**config.mk**
```make
export PLATFORM = sky130hd
export DESIGN_NAME = device_slot_registry_with_timers
export DESIGN_NICKNAME = d
export VERILOG_FILES = /design/src/design/dsrt_pkg.sv /design/src/design/device_slot_registry_with_timers.sv
export VERILOG_INCLUDE_DIRS = /design/src /design/src/design
export SDC_FILE = /design/constraint.sdc
export NUM_CORES = 1
export LEC_CHECK = 0
export BUFFER_PORTS_ARGS = -buffer_cell sky130_fd_sc_hd__buf_4
export CORE_ASPECT_RATIO = 1.5
export CORE_MARGIN = 4
export CORE_UTILIZATION = 40
export CTS_BUF_LIST = sky130_fd_sc_hd__clkbuf_2 sky130_fd_sc_hd__clkbuf_4 sky130_fd_sc_hd__clkbuf_8
export DETAILED_ROUTE_END_ITERATION = 12
export GPL_ROUTABILITY_DRIVEN = 0
export PLACE_DENSITY_LB_ADDON = 0.15
export REMOVE_ABC_BUFFERS = 1
export SLEW_MARGIN = 20
export SYNTH_ARGS = -nofsm -noshare
export SYNTH_HDL_FRONTEND = slang
export SYNTH_SLANG_ARGS = --single-unit
```
**constraint.sdc**
```tcl
create_clock -name i_clk -period 2.8 [get_ports i_clk]
set_input_delay 0.14 -clock i_clk [delete_from_list [all_inputs] [get_ports i_clk]]
set_output_delay 0.14 -clock i_clk [all_outputs]
set_load 0.01 [all_outputs]
```
**src/design/device_slot_registry_with_timers_assert.svh**
```systemverilog
// Assertion macros for the device slot registry.
// Every macro samples on i_clk and is disabled while i_rst_n is low.
`ifndef DEVICE_SLOT_REGISTRY_WITH_TIMERS_ASSERT_SVH
`define DEVICE_SLOT_REGISTRY_WITH_TIMERS_ASSERT_SVH

// Check a condition at every clock edge.
`define DSRT_ASSERT_ALWAYS(label, expr, msg) \
    label: assert property (@(posedge i_clk) disable iff (!i_rst_n) (expr)) \
        else $error(msg);

// Check that a condition holds in the cycle after a trigger.
`define DSRT_ASSERT_NEXT(label, trig, cons, msg) \
    label: assert property (@(posedge i_clk) disable iff (!i_rst_n) \
        (trig) |=> (cons)) else $error(msg);

`endif

```
**src/design/dsrt_pkg.sv**
```systemverilog
// Shared types, codes and constants for the device slot registry.
// No dependencies.
package dsrt_pkg;

    localparam int SLOTS_PER_TYPE_DEF = 5;
    localparam int TIMER_BITS_DEF     = 16;
    localparam int TYPE_COUNT         = 4;

    localparam int ADDR_W  = 7;
    localparam int TYPE_W  = 2;
    localparam int SLOT_IW = 3;
    localparam int LEASE_W = 16;

    // Address ranges per device type
    localparam logic [ADDR_W-1:0] T0_LO = 7'h60;
    localparam logic [ADDR_W-1:0] T0_HI = 7'h70;
    localparam logic [ADDR_W-1:0] T1_LO = 7'h00;
    localparam logic [ADDR_W-1:0] T1_HI = 7'h0f;
    localparam logic [ADDR_W-1:0] T2_LO = 7'h20;
    localparam logic [ADDR_W-1:0] T2_HI = 7'h30;
    localparam logic [ADDR_W-1:0] T3_LO = 7'h40;
    localparam logic [ADDR_W-1:0] T3_HI = 7'h50;

    localparam logic [ADDR_W-1:0] ADDR_EMPTY = '0;

    typedef enum logic [1:0] {
        MODE_ADD    = 2'd0,
        MODE_REMOVE = 2'd1,
        MODE_KICK   = 2'd2,
        MODE_TICK   = 2'd3
    } t_mode;

    typedef struct packed {
        t_mode                mode;
        logic [ADDR_W-1:0]    dev_addr;
        logic [TYPE_W-1:0]    dev_type;
        logic [SLOT_IW-1:0]   slot_index;
        logic [LEASE_W-1:0]   lease_ticks;
    } t_in;

    typedef struct packed {
        logic                 ok;
        logic [TYPE_W-1:0]    got_type;
        logic [SLOT_IW-1:0]   got_slot;
        logic [ADDR_W-1:0]    old_addr;
    } t_out;

    typedef struct packed {
        logic              hit;
        logic [TYPE_W-1:0] dtype;
    } t_class;

    // Sort an address into its type row; address zero never matches.
    function automatic t_class classify(input logic [ADDR_W-1:0] a);
        t_class c;
        c = '{hit: 1'b1, dtype: 2'd0};
        if (a >= T0_LO && a <= T0_HI) begin
            c.dtype = 2'd0;
        end else if (a > T1_LO && a <= T1_HI) begin
            c.dtype = 2'd1;
        end else if (a >= T2_LO && a <= T2_HI) begin
            c.dtype = 2'd2;
        end else if (a >= T3_LO && a <= T3_HI) begin
            c.dtype = 2'd3;
        end else begin
            c.hit = 1'b0;
        end
        return c;
    endfunction

endpackage

```
**src/design/device_slot_registry_with_timers.sv**
```systemverilog
// Device slot registry with per-slot lease timers; top level.
// Depends on dsrt_pkg and device_slot_registry_with_timers_assert.svh.
//
// Usage: one beat on the input channel (i_in_valid / o_in_stall, payload
// i_in_data) carries one operation: add an address, remove a slot, kick a
// slot's lease timer, or tick all timers. Each beat yields exactly one result
// beat on the output channel (o_out_valid / i_out_stall, payload o_out_data).
// The table and timers update, and the result register loads, at the edge that
// accepts the beat. Throughput is one beat per cycle while the receiver does
// not stall, set by the single result register; the first-free search over
// one type row and the parallel timer decrements all fit between input and
// that register. While the receiver stalls, the result holds and a new beat
// is taken only in the cycle the waiting result leaves; o_in_stall is high
// exactly when a result waits and the receiver stalls.
// Reset (synchronous, active low) empties every slot, clears every timer and
// drops any waiting result.
`include "device_slot_registry_with_timers_assert.svh"

module device_slot_registry_with_timers #(
    parameter int SLOTS_PER_TYPE = dsrt_pkg::SLOTS_PER_TYPE_DEF,
    parameter int TIMER_BITS     = dsrt_pkg::TIMER_BITS_DEF
) (
    input  logic           i_clk,
    input  logic           i_rst_n,
    input  logic           i_in_valid,
    output logic           o_in_stall,
    input  dsrt_pkg::t_in  i_in_data,
    output logic           o_out_valid,
    input  logic           i_out_stall,
    output dsrt_pkg::t_out o_out_data
);
    import dsrt_pkg::*;

    // Slot index width inside a row
    localparam int SLOT_W = (SLOTS_PER_TYPE > 1) ? $clog2(SLOTS_PER_TYPE) : 1;
    // Largest timer value, kept one bit wider so 32-bit timers still work
    localparam logic [32:0] TMAX_WIDE = (33'd1 << TIMER_BITS) - 33'd1;

    // Slot table and lease timers: one row per device type
    logic [ADDR_W-1:0]     r_slot_addr [TYPE_COUNT][SLOTS_PER_TYPE];
    logic [ADDR_W-1:0]     n_slot_addr [TYPE_COUNT][SLOTS_PER_TYPE];
    logic [TIMER_BITS-1:0] r_lease     [TYPE_COUNT][SLOTS_PER_TYPE];
    logic [TIMER_BITS-1:0] n_lease     [TYPE_COUNT][SLOTS_PER_TYPE];

    // Result register
    logic r_out_valid;
    logic n_out_valid;
    t_out r_out_data;
    t_out n_out_data;

    logic                  in_acc;
    t_class                cls;
    logic                  free_found;
    logic [SLOT_W-1:0]     free_slot;
    logic                  slot_ok;
    logic [SLOT_W-1:0]     slot_sel;
    logic [ADDR_W-1:0]     sel_addr;
    logic [TIMER_BITS-1:0] lease_sat;

    // Take a beat unless a result is waiting on a stalled receiver
    assign o_in_stall  = r_out_valid && i_out_stall;
    assign in_acc      = i_in_valid && !o_in_stall;
    assign o_out_valid = r_out_valid;
    assign o_out_data  = r_out_data;

    assign cls      = classify(i_in_data.dev_addr);
    assign slot_ok  = 32'(i_in_data.slot_index) < SLOTS_PER_TYPE;
    assign slot_sel = SLOT_W'(i_in_data.slot_index);
    assign sel_addr = r_slot_addr[i_in_data.dev_type][slot_sel];

    // Saturate the requested lease to the timer width
    always_comb begin
        if (33'(i_in_data.lease_ticks) > TMAX_WIDE) begin
            lease_sat = TMAX_WIDE[TIMER_BITS-1:0];
        end else begin
            lease_sat = TIMER_BITS'(i_in_data.lease_ticks);
        end
    end

    // First free slot in the row the address sorts into; lowest index wins
    always_comb begin
        free_found = 1'b0;
        free_slot  = '0;
        for (int s = SLOTS_PER_TYPE - 1; s >= 0; s--) begin
            if (r_slot_addr[cls.dtype][s] == ADDR_EMPTY) begin
                free_found = 1'b1;
                free_slot  = SLOT_W'(s);
            end
        end
    end

    // Table and timer updates for the accepted beat
    always_comb begin
        n_slot_addr = r_slot_addr;
        n_lease     = r_lease;
        if (in_acc) begin
            case (i_in_data.mode)
                MODE_ADD: begin
                    if (cls.hit && free_found) begin
                        n_slot_addr[cls.dtype][free_slot] = i_in_data.dev_addr;
                    end
                end
                MODE_REMOVE: begin
                    // timer keeps running on purpose
                    if (slot_ok) begin
                        n_slot_addr[i_in_data.dev_type][slot_sel] = ADDR_EMPTY;
                    end
                end
                MODE_KICK: begin
                    if (slot_ok && sel_addr != ADDR_EMPTY) begin
                        n_lease[i_in_data.dev_type][slot_sel] = lease_sat;
                    end
                end
                MODE_TICK: begin
                    for (int t = 0; t < TYPE_COUNT; t++) begin
                        for (int s = 0; s < SLOTS_PER_TYPE; s++) begin
                            if (r_lease[t][s] != '0) begin
                                n_lease[t][s] = r_lease[t][s] - 1'b1;
                            end
                        end
                    end
                end
                default: begin
                end
            endcase
        end
    end

    // Result for the accepted beat
    always_comb begin
        n_out_data = '{ok: 1'b0, got_type: i_in_data.dev_type,
                       got_slot: i_in_data.slot_index, old_addr: ADDR_EMPTY};
        case (i_in_data.mode)
            MODE_ADD: begin
                n_out_data.got_type = cls.hit ? cls.dtype : 2'd0;
                n_out_data.got_slot = (cls.hit && free_found) ?
                                      SLOT_IW'(free_slot) : '0;
                n_out_data.ok       = cls.hit && free_found;
            end
            MODE_REMOVE: begin
                n_out_data.ok       = slot_ok;
                n_out_data.old_addr = slot_ok ? sel_addr : ADDR_EMPTY;
            end
            MODE_KICK: begin
                n_out_data.ok = slot_ok && sel_addr != ADDR_EMPTY;
            end
            MODE_TICK: begin
                n_out_data.ok = 1'b1;
            end
            default: begin
            end
        endcase
    end

    // Load on accept, drop once the receiver takes the result
    always_comb begin
        if (in_acc) begin
            n_out_valid = 1'b1;
        end else if (!i_out_stall) begin
            n_out_valid = 1'b0;
        end else begin
            n_out_valid = r_out_valid;
        end
    end

    always_ff @(posedge i_clk) begin
        if (!i_rst_n) begin
            r_out_valid <= 1'b0;
            for (int t = 0; t < TYPE_COUNT; t++) begin
                for (int s = 0; s < SLOTS_PER_TYPE; s++) begin
                    r_slot_addr[t][s] <= ADDR_EMPTY;
                    r_lease[t][s]     <= '0;
                end
            end
        end else begin
            r_out_valid <= n_out_valid;
            r_slot_addr <= n_slot_addr;
            r_lease     <= n_lease;
        end
    end

    always_ff @(posedge i_clk) begin
        if (in_acc) begin
            r_out_data <= n_out_data;
        end
    end

    `DSRT_ASSERT_ALWAYS(a_stall_only_when_full, !o_in_stall || o_out_valid,
        "input stalled with no result waiting")
    `DSRT_ASSERT_NEXT(a_accept_gives_result, in_acc, o_out_valid,
        "accepted beat produced no result")
    `DSRT_ASSERT_NEXT(a_zero_addr_rejected,
        in_acc && i_in_data.mode == MODE_ADD && i_in_data.dev_addr == ADDR_EMPTY,
        !o_out_data.ok, "add of the empty address was accepted")
    `DSRT_ASSERT_NEXT(a_tick_result, in_acc && i_in_data.mode == MODE_TICK,
        o_out_data.ok && o_out_data.old_addr == ADDR_EMPTY,
        "tick result malformed")

endmodule

```
Yosys cells after proc, flatten, opt, wreduce, memory -nomap -nowiden
Cells that the tools add are included.
{"block": "word_totals", "in_bits": 34, "reg_bits": 154, "out_inout_bits": 15, "word_cells": 122}
{"block": "op_classes", "mux": 45, "reduce_logical": 23, "order_cmp": 17, "bitwise_logic": 6, "eq_ne": 6}
{"op": "140-bit 2-to-1 mux", "count": 2}
{"op": "140-bit one-hot mux with 2 select lines", "count": 1}
{"op": "35-bit 2-to-1 mux", "count": 6}
{"op": "140-bit bitwise AND", "count": 1}
{"op": "35-bit binary-select mux with 2-bit select", "count": 2}
{"op": "140-bit bitwise mux", "count": 1}
{"op": "35-bit demux with 2-bit select", "count": 2}
{"op": "140-bit inverter", "count": 1}
{"op": "7-bit demux with 3-bit select", "count": 2}
{"op": "7-bit logical NOT", "count": 5}
{"op": "7-bit 2-to-1 mux", "count": 4}
{"op": "7-bit binary-select mux with 3-bit select", "count": 1}
{"op": "3-bit 2-to-1 mux", "count": 6}
{"op": "7-bit >= comparator, second input constant", "count": 2}
{"op": "7-bit <= comparator, second input constant", "count": 2}
{"op": "1-bit logical AND", "count": 12}
{"op": "1-bit 2-to-1 mux", "count": 11}
{"op": "2-bit 2-to-1 mux", "count": 5}
{"op": "4-bit >= comparator, second input constant", "count": 2}
{"op": "4-bit by 1-bit less-than comparator with 1-bit output, second input constant", "count": 2}
{"op": "3-bit inverter with 4-bit output", "count": 2}
{"op": "7-bit by 6-bit >= comparator with 1-bit output, second input constant", "count": 1}
{"op": "7-bit by 1-bit > comparator with 1-bit output, second input constant", "count": 1}
{"op": "7-bit by 4-bit <= comparator with 1-bit output, second input constant", "count": 1}
{"op": "17 further kinds", "count": 22}

Depth between registers and ports, before layout
Gate-level depths: netlist of run 1.
{"block": "depth", "depth_word": 26, "depth_mapped": 10}

Worst setup path after synthesis of run 1
OpenSTA, ideal clock, no wires.
{"block": "synth_timing", "kind": "in2reg", "startpoint": "input i_in_data[19] in the netlist's numbering", "endpoint": "register r_out_data (netlist bit o_out_data[12]) (data pin)", "n_path_buf": 3, "t_arrival_ns": 2.419, "slack_ns": 0.115, "cell_stages": 10, "cell_sequence": "clkbuf_1 buf_1 clkbuf_1 mux4_2 mux2i_1 o22ai_1 o21ai_0 nand2_1 o41ai_1 nand2_1"}
{"element": "start: declaration", "line": "device_slot_registry_with_timers.sv:27", "source": "input dsrt_pkg::t_in i_in_data,"}
{"element": "end signal: assignment", "line": "device_slot_registry_with_timers.sv:184", "source": "r_out_data <= n_out_data;"}
{"element": "end: declaration", "line": "device_slot_registry_with_timers.sv:48", "source": "t_out r_out_data;"}

Worst setup path in the final report of run 1
{"block": "layout_timing", "startpoint": "register r_slot_addr[75] in the netlist's numbering", "endpoint": "register r_slot_addr[84] in the netlist's numbering"}
{"block": "layout_via", "elab_chain_cells": 19, "word_cells_on_any_way": 28}
{"element": "start: declaration", "line": "device_slot_registry_with_timers.sv:40", "source": "logic [ADDR_W-1:0] r_slot_addr [TYPE_COUNT][SLOTS_PER_TYPE];"}
{"element": "start signal: assignment", "line": "device_slot_registry_with_timers.sv:177", "source": "r_slot_addr <= n_slot_addr;"}
{"element": "35-bit binary-select mux with 2-bit select (*)", "line": "device_slot_registry_with_timers.sv:85", "source": "if (r_slot_addr[cls.dtype][s] == ADDR_EMPTY) begin"}
{"element": "35-bit 2-to-1 mux (*) (2 in series)"}
{"element": "7-bit logical NOT (*)", "line": "device_slot_registry_with_timers.sv:85"}
{"element": "3-bit 2-to-1 mux (5 in series)", "line": "device_slot_registry_with_timers.sv:85"}
{"element": "3-bit inverter with 4-bit output (implied by the code)", "line": "device_slot_registry_with_timers.sv:100", "source": "n_slot_addr[cls.dtype][free_slot] = i_in_data.dev_addr;"}
{"element": "4-bit >= comparator (implied by the code) / 4-bit by 1-bit less-than comparator with 1-bit output (equally long branches)", "line": "device_slot_registry_with_timers.sv:100"}
{"element": "1-bit logical AND (implied by the code)", "line": "device_slot_registry_with_timers.sv:100"}
{"element": "7-bit 2-to-1 mux (implied by the code)", "line": "device_slot_registry_with_timers.sv:100"}
{"element": "7-bit demux with 3-bit select", "line": "device_slot_registry_with_timers.sv:100"}
{"element": "35-bit 2-to-1 mux (implied by the code)", "line": "device_slot_registry_with_timers.sv:100"}
{"element": "35-bit demux with 2-bit select", "line": "device_slot_registry_with_timers.sv:100"}
{"element": "140-bit bitwise mux", "line": "device_slot_registry_with_timers.sv:100"}
{"element": "140-bit 2-to-1 mux", "line": "device_slot_registry_with_timers.sv:99", "source": "if (cls.hit && free_found) begin"}
{"element": "140-bit one-hot mux with 2 select lines", "line": "device_slot_registry_with_timers.sv:97", "source": "case (i_in_data.mode)"}
Mark *: on every way between the ends. The rest lies on a longest branch, timed or not. The select of a mux whose other input is x is not followed.
A chain may end at the register's enable or synchronous reset.

==> results of run 1 <==
==> registers in the layout, summed over array words and instances, names as in the netlist <==
name         cells
o_out_data      13
r_slot_addr    140
o_out_valid      1
==> stage by stage <==
| step | setup WS [ns] | total power, uW | cells | hold slack, ns |
|---|---|---|---|---|
| after global routing | -0.114 | 4470 | 1016 | 0.0338 |
| final | -0.00759 | 4320 | 1016 | 0.0453 |
| after global placement | -0.160 | 2770 | 973 | 0.358 |
| after floorplan | -0.221 | 2490 | 639 | 0.258 |
| after detailed placement | -0.142 | 2770 | 973 | 0.365 |
| after CTS | -0.0510 | 4290 | 1010 | 0.0258 |
==> critical path, delay by kind of cell (launching register included) <==
| family | cells | cell delay (ns) |
|---|---|---|
| AO/OA/AOI/OAI | 5 | 0.91 |
| buffers and inverters | 4 | 0.57 |
| flip-flops | 1 | 0.33 |
| AND/OR/NAND/NOR | 3 | 0.88 |
==> metal layers <==
| layer | wire length [um] | vias to the layer above |
|---|---|---|
| met3 | 1790 | 113 |
| li1 | - | 2908 |
| met5 | 0 | - |
| met4 | 1910 | 0 |
| met1 | 9560 | 3195 |
| met2 | 12800 | 383 |
==> how the worst max path moves through the flow <==
stage / from / to / slack [ns] / cells after the start
after floorplan: o_out_valid / r_slot_addr[131] / -0.22 / 7
after global placement: i_in_data[22] / r_slot_addr[66] / -0.16 / 12
after detailed placement: i_in_data[22] / r_slot_addr[63] / -0.14 / 12
after CTS: r_slot_addr[128] / r_slot_addr[53] / -0.05 / 9
after global routing: r_slot_addr[75] / r_slot_addr[84] / -0.11 / 12
final: r_slot_addr[75] / r_slot_addr[84] / -0.008 / 12
==> cell type report <==
class | instances | area (sq um) | share of cell area
sequential | 154 | 3220 | 0.355
inverter | 11 | 41.3 | 0.00455
tap | 213 | 267 | 0.0294
multi-input combinational | 474 | 4090 | 0.451
clock inverter | 14 | 113 | 0.0124
clock buffer | 17 | 234 | 0.0258
timing repair buffer | 133 | 1100 | 0.122
==> cell families after synthesis <==
group,after synthesis,share of synthesized area
and+or+nand+nor,222,0.162
AOI/OAI and AO/OA,204,0.229
DFF,154,0.450
buffers and inverters,49,0.0286
muxes,48,0.130
==> cell usage in the layout (no fill, tap or decap), drive strengths merged, types with 4 or more instances in the layout <==
master and instances:
nand2 64, a21oi 11, nor2 41, nand2b 8, mux4 36, o21ai 46, nor4 22, nand3 7
inv 18, a22o 31, a21boi 6, or4 11, o22ai 16, a311o 4, clkinvlp 4, and3 14
and2 18, o21a 5, edfxtp 13, clkbuf 18, a32o 49, nor2b 4, mux2i 12, buf 130
a31oi 4, nor3 17, dfxtp 141, o2bb2ai 17
==> power by group <==
group	switching [uW]	internal [uW]
clock network	912	626
logic	333	206
registers	9.02	2240
total	1250	3070
==> timing repair <==
action	CTS	global route
setup buffers	3	12
hold endpoints to repair	2	0
endpoints found under the setup margin	65	137
resized for setup	13	81
cloned	1	2
hold buffers	2	0
pin swaps	6	63
==> results_dict.tcl, run 1 <==
set metrics [dict create \
    whs_path_depth 3 \
    cts.clk_slew.worst_paths_ns 0.09 \
    syn_inst 677 \
    worstRegToRegCells 12 \
    placed_area_sq_um 8180 \
    grt_antenna_before_repair 0 \
    min_period_over_period 1.00 \
    regToRegSetupSlack_ns -0.008 \
    cp_max_fo 7 \
    use_met1 0.311 \
    setup-violations-final 3 \
    nets 825 \
    grt_pass1_wl_um 38700 \
    syn-mean-instance-area_sq_um 10.5 \
    relSlewSlack 0.514 \
    critPathMostFrequentCell "buf_6" \
    ys_warn_count 0 \
    peakVddDrop_mv 0.244 \
    n_antenna_cell 0 \
    crit_path_end_kind "flop" \
    grt_use_met3 0.0539 \
    cts_root_buf "clkbuf_8" \
    cp.required_ns 3.16 \
    path_cells "or4_4, nor4_4, buf_4, o21ai_2, a311o_2, nand3_2, o31a_1, buf_6, buf_16, a21boi_2, buf_6, a22o_1" \
    cts_tree "built" \
    post-dp-hpwl_um 19300 \
    cts_buffers 17 \
    fill_cells 1562 \
    fp.dieH_um 172 \
    leakage_uw 0.00340 \
    die_w_um 117 \
    vias_per_cell 6.50 \
    violations "negative setup slack" \
    hold_start "i_out_stall" \
    io_pins 49 \
    arrival_ns 3.17 \
    clock_latency_ns 0.47 \
    status "finished with violations" \
    dr_total_vias 6599 \
    dr.first_iter.drc_count 687 \
    drive_gt1_frac 0.335 \
    synth_ff_type "dfxtp_1" \
    async_flop_share 0 \
    tightestPinTransition_ns 0.730 \
    busiest_layer "met2" \
    max_stage_delay_ns 0.55 \
    place.port_buffers 32 \
    crit_type "flop to flop" \
    period_needed_ns 2.81 \
    netlist_top_cells_count "dfxtp_1, nand2_1, a32o_1" \
    ys_seq_area_frac 0.450 \
    grt_overflow 0 \
    cp-start-kind "flop" \
    cap_violations 0 \
    final_util 0.521 \
    core_sq_um 17400 \
    max_freq_mhz 356 \
    synth_area_sq_um 7130 \
    synth_edf_count 13 \
    yosysTopAreaCellShare 0.396 \
    rsz0062_at_grt "true" \
    area_delta_synth_final_pct 27.1 \
    cts_max_level 4 \
    worstHoldEndpoint "o_out_valid" \
    yosysMostFrequentCell "dfxtp_1" \
    drc 0 \
    hold_path_class "input pin to flop" \
    cp_slowest_cell "or4_4" \
    grt_max_degree 68 \
    synth_area_leaders "dfxtp_1, mux4_2, a32o_1" \
    synth_cell_types 57 \
    synth-seq-cells 154 \
    initial_core_util 0.410 \
    first_global_vias 6512 \
    use_met2 0.435 \
    p_per_area_nw_per_um2 477 \
    wl_per_cell_um 25.6 \
    hold_viol 0 \
    slew_viol_final 0 \
    worst_clock_skew_ns 0.0159 \
    setup_ws_ns -0.00759 \
    design.die.area_sq_um 20100 \
    cts.sinks 154 \
    tns_ns -0.0150 \
    reg2reg_from "r_slot_addr[75]" \
    rr_endpoint "r_slot_addr[84]" \
    drtAntennaViolNets 0 \
    fin_area_sq_um 9070 \
    wl_um 26000 \
    clockBufferDepth 2 \
    track_usage 0.262 \
    yosys.area.top_type "dfxtp_1" \
    firstDrtPassIters 6 \
    rows 59 \
]
No activity file was read; power rests on OpenSTA's default activity.
==> inputs of run 2 (changes only) <==
--- a/config.mk
+++ b/config.mk
@@ -14,7 +14,7 @@
 export DETAILED_ROUTE_END_ITERATION = 12
 export GPL_ROUTABILITY_DRIVEN = 0
 export PLACE_DENSITY_LB_ADDON = 0.15
-export REMOVE_ABC_BUFFERS = 1
+export SETUP_SLACK_MARGIN = 0.05
 export SLEW_MARGIN = 20
 export SYNTH_ARGS = -nofsm -noshare
 export SYNTH_HDL_FRONTEND = slang
==> constraint.sdc (replaced) <==
create_clock -name i_clk -period 2.5 [get_ports i_clk]
set_input_delay 0.125 -clock i_clk [delete_from_list [all_inputs] [get_ports i_clk]]
set_output_delay 0.125 -clock i_clk [all_outputs]
set_load 0.01 [all_outputs]
==> run 2 against run 1 <==
Against the previous run:
- the flow still finishes with violations (negative setup slack)
- global-route usage grew 2.1 points
- largest cell class unchanged
- fmax down 3.6%
- sequential cell count unchanged
- critical path depth decreased by 3
- sequential share of layout area decreased by 3.6 points
- utilization grew 5.9 points
- first-iteration DRC count rose by 3.5%
==> results_dict.tcl, run 2 (synthesized netlist as in run 1, its figures left out) <==
set metrics [dict create \
    layout_commonest_cell "buf_4" \
    max_stage_delay_ns 0.56 \
    dr_total_vias 7075 \
    hold_viol 0 \
    p_per_area_nw_per_um2 514 \
    post-dp-hpwl_um 20900 \
    reg2reg_from "r_slot_addr[84]" \
    dr.first_iter.drc_count 711 \
    cap_violations 0 \
    swShare 0.282 \
    setup_ws_ns -0.412 \
    crit_type "flop to flop" \
    wl_per_cell_um 25.9 \
    cp_top_family "simple AND/OR/NAND/NOR gates" \
    fin_area_sq_um 10100 \
    area_delta_synth_final_pct 41.5 \
    clock_latency_ns 0.47 \
    drtAntennaViolNets 0 \
    min_period_over_period 1.16 \
    grt_antenna_before_repair 0 \
    cts_root_buf "clkbuf_8" \
    path_cells "or4_4, nor4_4, o21ai_1, a311o_1, buf_4, nand3b_1, buf_6, or3_4, o2bb2ai_1" \
    syn_nets 711 \
    clockPowerShare 0.381 \
    multiInputGateArea_sq_um 4410 \
    setup-violations-final 139 \
    regToRegSetupSlack_ns -0.41 \
    peakVddDrop_mv 0.282 \
    grt_overflow 0 \
    cts_max_level 4 \
    status "finished with violations" \
    n_antenna_cell 0 \
    fp.dieH_um 172 \
    relSlewSlack 0.528 \
    cts_buffers 17 \
    p_seq_frac 0.485 \
    cp-start-kind "flop" \
    final-seq-area_sq_um 3220 \
    worstHoldEndpoint "o_out_valid" \
    clockBufferDepth 2 \
    drive_gt1_frac 0.444 \
    vias_per_cell 6.44 \
    max_freq_mhz 343 \
    hold_start "i_out_stall" \
    p_int_uw 3730 \
    design.die.area_sq_um 20100 \
    rr_endpoint "r_slot_addr[125]" \
    fill_cells 1438 \
    crit_buf_inv 2 \
    tns_ns -34.68 \
    grt_pass1_wl_um 42000 \
    whs_path_depth 3 \
    largest_reg_flops 140 \
    cp_max_fo 7 \
    tightestPinTransition_ns 0.708 \
    post-place-ws_ns -0.902 \
    core_sq_um 17400 \
    leakage_uw 0.00394 \
    cts.clk_slew.worst_paths_ns 0.09 \
    cp_slowest_cell "or4_4" \
    drc 0 \
    die_w_um 117 \
    violations "negative setup slack" \
    cts.sinks 154 \
    worst_clock_skew_ns 0.0169 \
    cp.required_ns 2.89 \
    grt_max_degree 68 \
    slew_viol_final 0 \
    finalPower_uw 5190 \
    place.port_buffers 32 \
    worstRegToRegCells 9 \
    rows 59 \
    io_pins 49 \
    whs_ns 0.0597 \
    arrival_ns 3.30 \
    period_needed_ns 2.91 \
    track_usage 0.284 \
    largest-register "r_slot_addr" \
    rsz0062_at_grt "true" \
    nets 907 \
    wl_um 28500 \
    mostFrequentLayoutCells "buf_4, dfxtp_1, nand2_1" \
    p_sw_uw 1460 \
    firstDrtPassIters 8 \
    initial_core_util 0.410 \
    placed_area_sq_um 8750 \
    cts_tree "built" \
    hold_path_class "input pin to flop" \
    crit_path_end_kind "flop" \
    comb_power_share 0.134 \
    first_global_vias 7085 \
]
-- run 2: cell types whose count changed in the layout (fill, tap and decap cells not counted), sizes merged --
cell      delta
buf         +83
clkinvlp     -3
bufinv       +2
clkinv       +1
-- run 2: layout make-up --
| cell class | instances | area share |
|---|---|---|
| clock inverters | 14 | 0.0156 |
| flip-flops and latches | 154 | 0.319 |
| repair buffers | 215 | 0.174 |
| well taps | 213 | 0.0264 |
| multi-input cells | 474 | 0.437 |
| inverters | 11 | 0.00409 |
| clock buffers | 18 | 0.0245 |
-- run 2: worst max-delay path by stage --
stage	depth (start not counted)	from	to	slack, ns
after floorplan	9	r_slot_addr[97]	r_slot_addr[63]	0.03
after detailed placement	9	r_slot_addr[97]	r_slot_addr[98]	-0.90
after global routing	9	r_slot_addr[84]	r_slot_addr[124]	-0.49
final	9	r_slot_addr[84]	r_slot_addr[125]	-0.41
after global placement	9	r_slot_addr[97]	r_slot_addr[101]	-0.83
after CTS	11	r_slot_addr[96]	r_slot_addr[56]	-0.36
-- run 2: power by group through the flow --
stage,clock (uW),sequential (uW),combinational (uW)
after floorplan,0,2580,273
after global placement,0,2570,571
after detailed placement,0,2570,574
after CTS,1990,2520,625
after global routing,2100,2520,730
final,1980,2520,698
-- run 2: repair_timing --
action | 4_1_cts | 5_1_grt
pin swaps | 59 | 44
hold buffers | 2 | 0
endpoints found under the setup margin | 142 | 142
resized for setup | 90 | 96
buffers inserted | 12 | 9
cloned | 1 | 4
endpoints found under the hold margin | 2 | 0
-- run 2: through the flow --
stage	utilization	cells
global placement	0.502	1045
CTS	0.552	1091
floorplan	-	677
detailed placement	0.502	1045
finish	0.580	1099
global route	0.580	1099
-- run 2: metal layers --
metal / part of all wire / up-vias / global-route usage
met5: 0 / - / 0
met4: 0.075 / 0 / 0.190
met3: 0.070 / 132 / 0.0567
met2: 0.50 / 410 / 0.479
met1: 0.35 / 3458 / 0.318
li1: - / 3075 / -
-- run 2: worst min-delay path, delay by kind of cell --
family,cells,cell delay [ns]
AOI/OAI and AO/OA,1,0.12
and+or+nand+nor,1,0.18
buffers and inverters,1,0.07
==> inputs of run 3 (changes only) <==
--- a/config.mk
+++ b/config.mk
@@ -13,6 +13,7 @@
 export CTS_BUF_LIST = sky130_fd_sc_hd__clkbuf_2 sky130_fd_sc_hd__clkbuf_4 sky130_fd_sc_hd__clkbuf_8
 export DETAILED_ROUTE_END_ITERATION = 12
 export GPL_ROUTABILITY_DRIVEN = 0
+export GPL_TIMING_DRIVEN = 0
 export PLACE_DENSITY_LB_ADDON = 0.15
 export SETUP_SLACK_MARGIN = 0.05
 export SLEW_MARGIN = 20
==> run 3 against run 2 <==
Against the previous run:
- the flow still finishes with violations (negative setup slack)
- global-route usage down 0.88 points
- total power fell by 4.2%
- setup slack improved by 0.081 ns
- non-clock buffer count shrank 118
- clock power decreased by 7%
- critical path depth unchanged
- sequential cell count stayed put
- count of clock-buffer cells in the layout rose by 2
- cell area decreased by 12%
- sequential power barely moved
- critical endpoint is now r_slot_addr[14]
- largest cell class unchanged
- largest power group unchanged
==> results_dict.tcl, run 3 (synthesized netlist as in run 1, its figures left out) <==
set metrics [dict create \
    track_usage 0.275 \
    peakVddDrop_mv 0.287 \
    area_delta_synth_final_pct 24.6 \
    place.port_buffers 30 \
    core_sq_um 17400 \
    leakage_uw 0.00322 \
    wl_per_cell_um 28.2 \
    crit_type "flop to flop" \
    worstHoldEndpoint "o_out_valid" \
    mostFrequentLayoutCells "dfxtp_1, nand2_1, buf_4" \
    drc 0 \
    p_sw_uw 1430 \
    grt_max_degree 17 \
    fp.dieH_um 172 \
    layout_commonest_cell "dfxtp_1" \
    p_int_uw 3540 \
    path_cells "or4_4, nor4_4, o21ai_1, a311o_2, nand3_4, o31a_1, buf_6, nand2_4, a32o_1" \
    post-place-ws_ns -0.937 \
    rr_endpoint "r_slot_addr[14]" \
    io_pins 49 \
    whs_ns 0.0793 \
    comb_power_share 0.121 \
    worst_clock_skew_ns 0.0139 \
    fill_cells 1560 \
    cap_violations 0 \
    hold_start "i_out_stall" \
    crit_path_end_kind "flop" \
    largest-register "r_slot_addr" \
    relSlewSlack 0.384 \
    min_period_over_period 1.13 \
    tightestPinTransition_ns 0.921 \
    slew_viol_final 0 \
    max_stage_delay_ns 0.55 \
    p_seq_frac 0.506 \
    met3_length_um 2410 \
    setup-violations-final 126 \
    post-dp-hpwl_um 19900 \
    grt_antenna_before_repair 0 \
    cts_root_buf "clkbuf_8" \
    wl_met1_um 9820 \
    vias_per_cell 6.87 \
    syn_nets 711 \
    whs_path_depth 3 \
    grt_overflow 0 \
    first_global_vias 6617 \
    cp-start-kind "flop" \
    drtAntennaViolNets 0 \
    clock_latency_ns 0.46 \
    period_needed_ns 2.83 \
    cts_max_level 4 \
    rsz0062_at_grt "true" \
    rows 59 \
    firstDrtPassIters 6 \
    cp.required_ns 2.85 \
    drive_gt1_frac 0.312 \
    hold_path_class "input pin to flop" \
    wl_um 27700 \
    clockBufferDepth 2 \
    arrival_ns 3.18 \
    die_w_um 117 \
    clockPowerShare 0.372 \
    p_per_area_nw_per_um2 560 \
    violations "negative setup slack" \
    wl_met2_um 12800 \
    grt_pass1_wl_um 40300 \
    finalPower_uw 4970 \
    swShare 0.287 \
    design.die.area_sq_um 20100 \
    cp_slowest_cell "or4_4" \
    cts.sinks 154 \
    dr.first_iter.drc_count 893 \
    cts.clk_slew.worst_paths_ns 0.09 \
    highest_layer "met4" \
    initial_core_util 0.410 \
    max_freq_mhz 353 \
    reg2reg_from "r_slot_addr[70]" \
    worstRegToRegCells 9 \
    tns_ns -28.38 \
    cts_buffers 17 \
    setup_ws_ns -0.331 \
    status "finished with violations" \
    dr_total_vias 6747 \
    cts_tree "built" \
    cp_max_fo 7 \
    regToRegSetupSlack_ns -0.33 \
    hold_viol 0 \
    largest_reg_flops 140 \
    n_antenna_cell 0 \
    nets 790 \
]
[run 3: changes by cell type in the layout (fill, tap and decap cells not counted), sizes merged]
cell	before	now
buf	213	73
clkbuf	18	42
inv	18	14
clkinvlp	1	4
bufinv	2	1
nor3	17	18
[run 3: final cells by class]
| type | instances | area, sq um | share of cell area |
|---|---|---|---|
| Timing Repair Buffer | 60 | 505 | 0.0569 |
| Clock buffer | 20 | 256 | 0.0289 |
| Buffer | 37 | 214 | 0.0241 |
| Multi-Input combinational cell | 475 | 4260 | 0.480 |
| Sequential cell | 154 | 3220 | 0.362 |
| Inverter | 11 | 41.3 | 0.00465 |
| Tap cell | 213 | 267 | 0.0300 |
| Clock inverter | 12 | 118 | 0.0132 |
[run 3: worst max-delay path by stage]
stage | start | end | cells past startpoint
floorplan | r_slot_addr[97] | r_slot_addr[63] | 9
global placement | i_in_data[20] | o_out_data[12] | 10
detailed placement | i_in_data[20] | o_out_data[12] | 10
CTS | r_slot_addr[133] | r_slot_addr[30] | 9
global route | r_slot_addr[70] | r_slot_addr[16] | 9
finish | r_slot_addr[70] | r_slot_addr[14] | 9
[run 3: per-stage QoR]
| step | utilization | instance area, sq um | std cells |
|---|---|---|---|
| 2_1_floorplan | - | 7160 | 677 |
| 6_report | 0.510 | 8890 | 982 |
| 5_1_grt | 0.510 | 8890 | 982 |
| 3_5_place_dp | 0.439 | 7650 | 920 |
| 4_1_cts | 0.493 | 8590 | 972 |
| 3_3_place_gp | 0.439 | 7650 | 920 |
[run 3: power by group through the flow]
| stage | Combinational, uW | Clock, uW | Sequential, uW |
|---|---|---|---|
| 6_report | 604 | 1850 | 2520 |
| 5_1_grt | 625 | 1950 | 2520 |
| 4_1_cts | 543 | 1840 | 2520 |
| 3_5_place_dp | 474 | 0 | 2570 |
| 3_3_place_gp | 470 | 0 | 2570 |
| 2_1_floorplan | 273 | 0 | 2580 |
[run 3: worst max-delay path: cells and delay by family, from the launching register on]
family          cells  cell delay [ns]
compound gates      4             1.18
simple gates        4             0.96
flops               1             0.34
buf+inv             1             0.24
[run 3: repair_timing]
action                                 4_1_cts  5_1_grt
resized for setup                          107       51
endpoints found under the hold margin        2        0
hold buffers                                 2        0
setup buffers                               15       11
cloned                                       3        1
pin swaps                                   23       30
setup endpoints to repair                  145      142
[run 3: routing by layer]
metal  GRT usage  vias up
met5           0        -
met4       0.218        0
met3      0.0542      150
met2       0.436      484
met1       0.318     3274
li1            -     2839
